`config.mk`:
```
export PLATFORM = sky130hd
export DESIGN_NAME = traffic_light_mode_sequencer_core
export DESIGN_NICKNAME = d
export VERILOG_FILES = /design/src/hw/rtl/tlms_pkg.sv /design/src/hw/rtl/tlms_step.sv /design/src/hw/rtl/traffic_light_mode_sequencer_core.sv
export SDC_FILE = /design/constraint.sdc
export NUM_CORES = 1
export LEC_CHECK = 0
export ABC_CLOCK_PERIOD_IN_PS = 12200
export BUFFER_PORTS_ARGS = -buffer_cell sky130_fd_sc_hd__buf_2
export CELL_PAD_IN_SITES_DETAIL_PLACEMENT = 1
export CELL_PAD_IN_SITES_GLOBAL_PLACEMENT = 1
export CORE_MARGIN = 5
export CORE_UTILIZATION = 52
export DETAILED_ROUTE_END_ITERATION = 8
export GPL_TIMING_DRIVEN = 0
export PLACE_DENSITY = 0.85
export SLEW_MARGIN = 30
export SYNTH_ARGS = -nofsm -noshare
export SYNTH_HDL_FRONTEND = slang
export SYNTH_SLANG_ARGS = --single-unit
```
`constraint.sdc`:
```
create_clock -name clk -period 12.2 [get_ports clk]
set_input_delay 0.61 -clock clk [delete_from_list [all_inputs] [get_ports clk]]
set_output_delay 0.61 -clock clk [all_outputs]
set_load 0.01 [all_outputs]
```
`src/hw/rtl/tlms_pkg.sv`:
```
// Package: types, schedule tables and index remap for the traffic light mode sequencer
package tlms_pkg;

    typedef enum logic [1:0] {
        MODE_NORMAL    = 2'd0,
        MODE_RUSH      = 2'd1,
        MODE_TURN      = 2'd2,
        MODE_RUSH_TURN = 2'd3
    } mode_t;

    typedef logic [1:0] light_t;

    localparam light_t LIGHT_RED       = 2'd0;
    localparam light_t LIGHT_AMBER     = 2'd1;
    localparam light_t LIGHT_GREEN     = 2'd2;
    localparam light_t LIGHT_BLINK_GRN = 2'd3;

    localparam int TPS_W     = 10;
    localparam int ELAPSED_W = 15;
    localparam int SECS_W    = 5;
    localparam int STEP_W    = 3;

    localparam logic [TPS_W-1:0] TPS_RESET = 10'd1000;

    typedef struct packed {
        mode_t                  mode;
        logic [STEP_W-1:0]      step;
        logic [ELAPSED_W-1:0]   elapsed;
        light_t                 ns;
        light_t                 ew;
    } sched_state_t;

    function automatic logic [3:0] mode_len(input mode_t m);
        logic [3:0] len;
        begin
            unique case (m)
                MODE_NORMAL:    len = 4'd4;
                MODE_RUSH:      len = 4'd6;
                MODE_TURN:      len = 4'd6;
                MODE_RUSH_TURN: len = 4'd8;
                default:        len = 4'd4;
            endcase
            return len;
        end
    endfunction

    function automatic logic [SECS_W-1:0] phase_secs(input mode_t m, input logic [STEP_W-1:0] i);
        logic [SECS_W-1:0] s;
        begin
            s = '0;
            unique case (m)
                MODE_NORMAL: begin
                    case (i)
                        3'd0: s = 5'd10;
                        3'd1: s = 5'd3;
                        3'd2: s = 5'd10;
                        3'd3: s = 5'd3;
                        default: s = 5'd0;
                    endcase
                end
                MODE_RUSH: begin
                    case (i)
                        3'd0: s = 5'd30;
                        3'd1: s = 5'd3;
                        3'd2: s = 5'd1;
                        3'd3: s = 5'd30;
                        3'd4: s = 5'd3;
                        3'd5: s = 5'd1;
                        default: s = 5'd0;
                    endcase
                end
                MODE_TURN: begin
                    case (i)
                        3'd0: s = 5'd10;
                        3'd1: s = 5'd10;
                        3'd2: s = 5'd3;
                        3'd3: s = 5'd10;
                        3'd4: s = 5'd10;
                        3'd5: s = 5'd3;
                        default: s = 5'd0;
                    endcase
                end
                MODE_RUSH_TURN: begin
                    case (i)
                        3'd0: s = 5'd10;
                        3'd1: s = 5'd30;
                        3'd2: s = 5'd3;
                        3'd3: s = 5'd1;
                        3'd4: s = 5'd10;
                        3'd5: s = 5'd30;
                        3'd6: s = 5'd3;
                        default: s = 5'd1;
                    endcase
                end
                default: s = '0;
            endcase
            return s;
        end
    endfunction

    function automatic light_t ns_color(input mode_t m, input logic [STEP_W-1:0] i);
        light_t c;
        begin
            c = LIGHT_RED;
            unique case (m)
                MODE_NORMAL: begin
                    case (i)
                        3'd2: c = LIGHT_GREEN;
                        3'd3: c = LIGHT_AMBER;
                        default: c = LIGHT_RED;
                    endcase
                end
                MODE_RUSH: begin
                    case (i)
                        3'd3: c = LIGHT_GREEN;
                        3'd4: c = LIGHT_AMBER;
                        default: c = LIGHT_RED;
                    endcase
                end
                MODE_TURN: begin
                    case (i)
                        3'd3: c = LIGHT_BLINK_GRN;
                        3'd4: c = LIGHT_GREEN;
                        3'd5: c = LIGHT_AMBER;
                        default: c = LIGHT_RED;
                    endcase
                end
                MODE_RUSH_TURN: begin
                    case (i)
                        3'd4: c = LIGHT_BLINK_GRN;
                        3'd5: c = LIGHT_GREEN;
                        3'd6: c = LIGHT_AMBER;
                        default: c = LIGHT_RED;
                    endcase
                end
                default: c = LIGHT_RED;
            endcase
            return c;
        end
    endfunction

    function automatic light_t ew_color(input mode_t m, input logic [STEP_W-1:0] i);
        light_t c;
        begin
            c = LIGHT_RED;
            if (m == MODE_NORMAL || m == MODE_RUSH) begin
                case (i)
                    3'd0: c = LIGHT_GREEN;
                    3'd1: c = LIGHT_AMBER;
                    default: c = LIGHT_RED;
                endcase
            end else begin
                case (i)
                    3'd0: c = LIGHT_BLINK_GRN;
                    3'd1: c = LIGHT_GREEN;
                    3'd2: c = LIGHT_AMBER;
                    default: c = LIGHT_RED;
                endcase
            end
            return c;
        end
    endfunction

    // 4-bit wraparound; negative results land at 14/15 and wrap to 0 after +1 and length check
    function automatic logic [3:0] remap_index(input mode_t from_m, input mode_t to_m,
                                               input logic [STEP_W-1:0] i);
        logic [3:0] i4;
        logic [3:0] up1;
        logic [3:0] up2;
        logic [3:0] dn1;
        logic [3:0] dn2;
        logic [3:0] r;
        begin
            i4  = {1'b0, i};
            up1 = i4 + 4'd1;
            up2 = i4 + 4'd2;
            dn1 = i4 - 4'd1;
            dn2 = i4 - 4'd2;
            case ({from_m, to_m})
                {MODE_NORMAL, MODE_RUSH}:         r = (i4 >= 4'd2) ? up1 : i4;
                {MODE_NORMAL, MODE_TURN}:         r = (i4 <  4'd2) ? up1 : up2;
                {MODE_NORMAL, MODE_RUSH_TURN}:    r = (i4 <  4'd3) ? up1 : up2;
                {MODE_RUSH, MODE_NORMAL}:         r = (i4 >= 4'd2) ? dn1 : i4;
                {MODE_RUSH, MODE_TURN}:
                    r = (i4 == 4'd3 || i4 == 4'd0) ? up1 : i4;
                {MODE_RUSH, MODE_RUSH_TURN}:      r = (i4 >= 4'd3) ? up1 : i4;
                {MODE_TURN, MODE_NORMAL}:         r = (i4 <  4'd3) ? dn1 : dn2;
                {MODE_TURN, MODE_RUSH}:
                    r = (i4 == 4'd3 || i4 == 4'd0) ? dn1 : i4;
                {MODE_TURN, MODE_RUSH_TURN}:      r = (i4 >= 4'd3) ? up1 : i4;
                {MODE_RUSH_TURN, MODE_NORMAL}:    r = (i4 <  4'd3) ? dn1 : dn2;
                {MODE_RUSH_TURN, MODE_RUSH}:      r = (i4 <  4'd4) ? dn1 : dn2;
                {MODE_RUSH_TURN, MODE_TURN}:      r = (i4 >= 4'd3) ? dn1 : i4;
                default:                          r = i4;
            endcase
            return r;
        end
    endfunction

endpackage

```
`src/hw/rtl/tlms_step.sv`:
```
// Next-state logic for one tick: phase timeout, mode change, index remap and light lookup
module tlms_step
    import tlms_pkg::*;
(
    input  sched_state_t        cur,
    input  logic                rush_hour,
    input  logic                turn_request,
    input  logic [TPS_W-1:0]    ticks_per_second,
    output sched_state_t        nxt,
    output logic                stepped
);

    logic [SECS_W-1:0]      secs;
    logic [ELAPSED_W-1:0]   duration;
    logic [ELAPSED_W:0]     next_cnt;
    mode_t                  new_mode;
    logic [3:0]             idx_remap;
    logic [3:0]             idx_inc;
    logic [STEP_W-1:0]      idx_new;

    assign secs     = phase_secs(cur.mode, cur.step);
    // max 30 * 1023 fits in 15 bits
    assign duration = ELAPSED_W'({{TPS_W{1'b0}}, secs} * {{SECS_W{1'b0}}, ticks_per_second});
    assign next_cnt = {1'b0, cur.elapsed} + {{ELAPSED_W{1'b0}}, 1'b1};
    assign stepped  = (next_cnt >= {1'b0, duration});

    assign new_mode  = mode_t'({turn_request, rush_hour});
    assign idx_remap = remap_index(cur.mode, new_mode, cur.step);
    assign idx_inc   = idx_remap + 4'd1;
    assign idx_new   = (idx_inc >= mode_len(new_mode)) ? '0 : idx_inc[STEP_W-1:0];

    always_comb
    begin
        nxt = cur;
        if (stepped)
        begin
            nxt.mode    = new_mode;
            nxt.step    = idx_new;
            nxt.elapsed = '0;
            nxt.ns      = ns_color(new_mode, idx_new);
            nxt.ew      = ew_color(new_mode, idx_new);
        end
        else
        begin
            nxt.elapsed = next_cnt[ELAPSED_W-1:0];
        end
    end

endmodule

```
`src/hw/rtl/traffic_light_mode_sequencer_core.sv`:
```
// Traffic light mode sequencer: input register, schedule state, result register
// Latency: two register stages; a tick word is held in the input register, then its result in the result register.
// Throughput: one tick word per cycle while results are taken; the phase timer and remap are combinational.
// in_ready drops only when both the input register and a stalled result register are full.
// Reset (rst_n low, async): normal mode, step 0, timer 0, NS red, EW green,
// ticks_per_second 1000, both registers empty.
module traffic_light_mode_sequencer_core
    import tlms_pkg::*;
(
    input  logic                clk,
    input  logic                rst_n,

    input  logic                cfg_valid,
    output logic                cfg_ready,
    input  logic [TPS_W-1:0]    cfg_data,

    input  logic                in_valid,
    output logic                in_ready,
    input  logic                rush_hour,
    input  logic                turn_request,
    input  logic                show_north_south,

    output logic                out_valid,
    input  logic                out_ready,
    output logic [1:0]          north_south_light,
    output logic [1:0]          east_west_light,
    output logic [1:0]          shown_light,
    output logic [1:0]          current_mode,
    output logic                stepped
);

    logic [TPS_W-1:0]   tps_reg;

    logic               s1_valid_reg;
    logic               s1_rush_reg;
    logic               s1_turn_reg;
    logic               s1_show_reg;
    logic               s1_advance;

    sched_state_t       state_reg;
    sched_state_t       state_next;
    logic               step_hit;

    logic               out_valid_reg;
    light_t             ns_reg;
    light_t             ew_reg;
    light_t             shown_reg;
    mode_t              mode_reg;
    logic               stepped_reg;

    assign cfg_ready  = 1'b1;
    assign s1_advance = s1_valid_reg && (!out_valid_reg || out_ready);
    assign in_ready   = !s1_valid_reg || s1_advance;

    always_ff @(posedge clk or negedge rst_n)
    begin
        if (!rst_n)
            tps_reg <= TPS_RESET;
        else if (cfg_valid && cfg_ready)
            tps_reg <= cfg_data;
    end

    // input word register
    always_ff @(posedge clk or negedge rst_n)
    begin
        if (!rst_n)
            s1_valid_reg <= 1'b0;
        else if (in_ready)
            s1_valid_reg <= in_valid;
    end

    always_ff @(posedge clk)
    begin
        if (in_valid && in_ready)
        begin
            s1_rush_reg <= rush_hour;
            s1_turn_reg <= turn_request;
            s1_show_reg <= show_north_south;
        end
    end

    tlms_step u_step (
        .cur              (state_reg),
        .rush_hour        (s1_rush_reg),
        .turn_request     (s1_turn_reg),
        .ticks_per_second (tps_reg),
        .nxt              (state_next),
        .stepped          (step_hit)
    );

    always_ff @(posedge clk or negedge rst_n)
    begin
        if (!rst_n)
        begin
            state_reg.mode    <= MODE_NORMAL;
            state_reg.step    <= '0;
            state_reg.elapsed <= '0;
            state_reg.ns      <= LIGHT_RED;
            state_reg.ew      <= LIGHT_GREEN;
        end
        else if (s1_advance)
        begin
            state_reg <= state_next;
        end
    end

    // result word register
    always_ff @(posedge clk or negedge rst_n)
    begin
        if (!rst_n)
            out_valid_reg <= 1'b0;
        else if (s1_advance)
            out_valid_reg <= 1'b1;
        else if (out_ready)
            out_valid_reg <= 1'b0;
    end

    always_ff @(posedge clk)
    begin
        if (s1_advance)
        begin
            ns_reg      <= state_next.ns;
            ew_reg      <= state_next.ew;
            shown_reg   <= s1_show_reg ? state_next.ns : state_next.ew;
            mode_reg    <= state_next.mode;
            stepped_reg <= step_hit;
        end
    end

    assign out_valid         = out_valid_reg;
    assign north_south_light = ns_reg;
    assign east_west_light   = ew_reg;
    assign shown_light       = shown_reg;
    assign current_mode      = mode_reg;
    assign stepped           = stepped_reg;

`ifndef SYNTHESIS
    a_step_in_range: assert property (@(posedge clk) disable iff (!rst_n)
        {1'b0, state_reg.step} < mode_len(state_reg.mode))
        else $error("step index beyond mode length");

    a_timer_counts: assert property (@(posedge clk) disable iff (!rst_n)
        (s1_advance && !step_hit) |=>
            (state_reg.elapsed == $past(state_reg.elapsed) + 15'd1))
        else $error("phase timer did not increment");

    a_step_clears: assert property (@(posedge clk) disable iff (!rst_n)
        (out_valid_reg && stepped_reg) |-> (state_reg.elapsed == '0))
        else $error("phase change without timer clear");

    a_mode_tracks: assert property (@(posedge clk) disable iff (!rst_n)
        out_valid_reg |-> (mode_reg == state_reg.mode))
        else $error("reported mode differs from schedule state");
`endif

endmodule

```
==> Flow_metrics.wiki <==
{| class="wikitable"
! Metric !! Value
|-
| Count of H-tree levels built during CTS || 2
|-
| Buffers & Inverters on Critical Path || 6
|-
| Endpoints failing hold || 0
|-
| Library cell contributing the largest single delay on the critical path || sky130_fd_sc_hd__a21oi_1
|-
| Kind of cell adding the most delay to the critical path || compound AO/OA/AOI/OAI gates
|-
| Setup-violating endpoint count in the final report || 0
|-
| Cells after Synth || 633
|-
| Slew of the pin with the lowest slew margin || 0.938 ns
|-
| Count of unique library cells instantiated by Yosys || 77
|-
| Worst-path maximum fanout || 10
|-
| Slew Viols, Final || 0
|-
| Warnings, synthesis || 0
|-
| Share of flip-flops with an asynchronous set or reset || 0.750
|-
| Via-to-Cell Ratio || 5.96
|-
| Number of buffers added by the clock tree synthesis step || 5
|-
| Wirelength per Cell || 18.9 µm
|-
| Cell area after technology mapping || 5420 µm²
|-
| Max Fclk || 0.116 GHz
|-
| Antenna violations before repair || 0
|-
| Average cell area after synthesis || 8.56 µm²
|-
| Data required time of the critical path || 12.27 ns
|-
| Number of hold-repair buffers added at the cts stage || 0
|-
| Status || finished clean
|-
| Total setup buffers inserted after CTS || 0
|-
| Initial core utilization || 0.530
|-
| Arrival time at the worst endpoint || 8.66 ns
|-
| Category of the critical setup timing path || reg2reg
|-
| Number of DRC violations after detailed routing || 0
|-
| Top-level I/O count || 30
|-
| Largest net degree at the start of global routing || 37
|-
| Net count, final || 769
|-
| Vias after detailed routing || 4,804
|-
| Root buffer cell || sky130_fd_sc_hd__clkbuf_8
|-
| Startpoint of the worst register-to-register path || state_reg[21]$_DFFE_PN0P_
|-
| Flops & latches, synth || 48
|-
| Final Wtd Congestion || 0.933
|-
| MaxCap Viol Count || 0
|-
| Ant. Diodes || 0
|-
| Layout cells sized above 1 || 0.124
|-
| Rel. slew slack || 0.356
|-
| Synthesized Nets || 733
|-
| Via count of the first global-routing pass || 5,118
|-
| Clock period minus worst slack || 8.59 ns
|-
| TritonCTS clock tree || built
|-
| Cells on worst reg2reg path || 29
|-
| ANT nets after route || 0
|-
| Dominant cells by area after synthesis || sky130_fd_sc_hd__dfrtp_1 (13%), sky130_fd_sc_hd__ha_1 (13%), sky130_fd_sc_hd__fa_1 (8.9%)
|-
| Total GRT Usage || 0.251
|-
| Critical path launch point type || flop
|-
| Sinks on Clock Net || 48
|-
| Horizontal die dimension || 112 µm
|-
| Port buffer count || 27
|-
| End of the worst register-to-register path || north_south_light[0]$_DFFE_PP_
|-
| Highest ir drop seen on vdd || 0.0650 mV
|-
| Sequential element share of the synthesized area || 0.234
|-
| Largest buffer count on any clock path || 2
|-
| Leakage Power || 0.00281 µW
|-
| Insertion delay of the later-clocked pin in the worst-skew pair || 0.32 ns
|-
| Final-layout setup total negative slack || 0 ns
|-
| DP HPWL || 12,000 µm
|-
| Flip-flop count of the largest register after layout || 24
|-
| Wire length of the first global-routing pass || 26,000 µm
|-
| Worst setup slack for register-to-register paths || 3.61 ns
|-
| Maximum single-stage delay on the critical path || 0.62 ns
|-
| Chip Height || 112 µm
|-
| Number of enable flip-flop cells after synthesis || 12
|-
| Most used flip-flop cell after synthesis || sky130_fd_sc_hd__dfrtp_1
|-
| Final clock period utilization by the worst path || 0.704
|-
| Biggest area consumer among synthesized cells || sky130_fd_sc_hd__dfrtp_1
|-
| Worst min-delay path category || in2async
|-
| Cell row count || 37
|-
| Share of the synthesized area in the top cell type || 0.134
|-
| Area growth from synthesis to layout || 8.29%
|-
| DRC violation total after the first TritonRoute iteration || 265
|-
| RSZ-0062 raised after global routing || no
|-
| Worst setup EP type || flop
|-
| Detailed-route wire length || 15,200 µm
|-
| Clk slew on worst S/H paths || 0.11 ns
|-
| Final Core Density || 0.574
|-
| Total iterations of the first detailed-routing run || 5
|-
| Setup clock skew after layout || 0.0135 ns
|-
| Die Outline Area || 12,600 µm²
|-
| Power density relative to cell area || 169 nW/µm²
|-
| Total global routing overflow || 0
|-
| Total power || 992 µW
|-
| Resize count post-CTS || 0
|-
| Area of the placeable core || 10,200 µm²
|-
| Worst Hold Slack || 0.149 ns
|}
## through the flow
stage / setup slack (ns) / std cells / cell area, µm²
detailed placement: 3.59 / 796 / 5730
finish: 3.61 / 806 / 5870
floorplan: 5.17 / 633 / 5420
CTS: 3.56 / 804 / 5840
global placement: 3.84 / 796 / 5730
global route: 2.99 / 806 / 5870
## how the worst max path moves through the flow
stage / endpoint / cells after the start / from
6_report: north_south_light[0]$_DFFE_PP_ / 29 / state_reg[21]$_DFFE_PN0P_
3_5_place_dp: north_south_light[0]$_DFFE_PP_ / 29 / state_reg[21]$_DFFE_PN0P_
4_1_cts: shown_light[1]$_DFFE_PP_ / 29 / state_reg[21]$_DFFE_PN0P_
3_3_place_gp: north_south_light[0]$_DFFE_PP_ / 29 / state_reg[21]$_DFFE_PN0P_
5_1_grt: state_reg[22]$_DFFE_PN0P_ / 32 / state_reg[21]$_DFFE_PN0P_
2_1_floorplan: north_south_light[0]$_DFFE_PP_ / 28 / state_reg[21]$_DFFE_PN0P_
## layout make-up
class	count	area [µm²]
fill	1253	4360
inverter	67	251
tap	136	170
timing repair buffer	29	163
buffer	26	140
multi-input combinational	492	3760
clock inverter	3	46.3
sequential	48	1270
clock buffer	5	68.8
## logic make-up (layout without fill, tap and decap cells)
logic type / count (synthesis) / after routing / share of synthesized area
simple gates: 217 / 217 / 0.202
compound gates: 143 / 143 / 0.179
buf+inv: 93 / 130 / 0.0720
fa+ha+maj: 82 / 82 / 0.223
flops: 48 / 48 / 0.234
xor+xnor: 28 / 28 / 0.0452
mux: 21 / 21 / 0.0448
other cells: 1 / 1 / 0.000692
## cells in the mapped netlist, types with 14 or more instances
cell and count:
sky130_fd_sc_hd__a21oi_1 22, sky130_fd_sc_hd__dfrtp_1 29, sky130_fd_sc_hd__nand2_1 82, sky130_fd_sc_hd__inv_1 65, sky130_fd_sc_hd__xor2_1 14, sky130_fd_sc_hd__clkbuf_1 15
sky130_fd_sc_hd__xnor2_1 14, sky130_fd_sc_hd__nor2_1 28, sky130_fd_sc_hd__o21ai_0 28, sky130_fd_sc_hd__nand3_1 20, sky130_fd_sc_hd__nor2b_1 15, sky130_fd_sc_hd__ha_1 58
sky130_fd_sc_hd__o21ai_1 18, sky130_fd_sc_hd__fa_1 24, sky130_fd_sc_hd__mux2_2 14, sky130_fd_sc_hd__and2_1 17
## routing by layer
| layer | share of wire | wire length (µm) | vias up | global-route usage |
|---|---|---|---|---|
| met2 | 0.48 | 7290 | 146 | 0.425 |
| met1 | 0.45 | 6900 | 2371 | 0.344 |
| met4 | 0.013 | 199 | 0 | 0.0465 |
| met3 | 0.054 | 827 | 18 | 0.0383 |
| met5 | 0 | 0 | - | 0 |
| li1 | - | - | 2269 | - |
## layout by cell type (no fill, tap or decap), types with 4 or more instances in the layout
master,n
sky130_fd_sc_hd__edfxtp_1,12
sky130_fd_sc_hd__dfstp_2,7
sky130_fd_sc_hd__dfrtp_1,29
sky130_fd_sc_hd__buf_2,30
sky130_fd_sc_hd__nand3_1,20
sky130_fd_sc_hd__o21ai_0,28
sky130_fd_sc_hd__a211oi_1,7
sky130_fd_sc_hd__and3_1,11
sky130_fd_sc_hd__mux2i_1,4
sky130_fd_sc_hd__inv_1,65
sky130_fd_sc_hd__xor2_1,14
sky130_fd_sc_hd__buf_6,4
sky130_fd_sc_hd__a21o_1,10
sky130_fd_sc_hd__nand2_1,82
sky130_fd_sc_hd__clkbuf_8,5
sky130_fd_sc_hd__ha_1,58
sky130_fd_sc_hd__nor2b_1,15
sky130_fd_sc_hd__nand3b_1,4
sky130_fd_sc_hd__and2_1,17
sky130_fd_sc_hd__a211o_1,4
sky130_fd_sc_hd__clkbuf_1,14
sky130_fd_sc_hd__o211ai_1,5
sky130_fd_sc_hd__o21ai_1,18
sky130_fd_sc_hd__fa_1,24
sky130_fd_sc_hd__mux2_2,14
sky130_fd_sc_hd__nor3_1,7
sky130_fd_sc_hd__a31oi_1,7
sky130_fd_sc_hd__nor2_1,28
sky130_fd_sc_hd__nand2b_1,11
sky130_fd_sc_hd__a21oi_1,22
sky130_fd_sc_hd__xnor2_1,14
## where the power goes
part / leakage, µW / internal, µW / switching, µW / total, µW
Clock: 0.0000548 / 61.9 / 61.8 / 124
Sequential: 0.000575 / 186 / 22.9 / 209
Combinational: 0.00218 / 269 / 391 / 660
Total: 0.00281 / 516 / 476 / 992
Note: power is estimated with default switching activity, not from simulation.
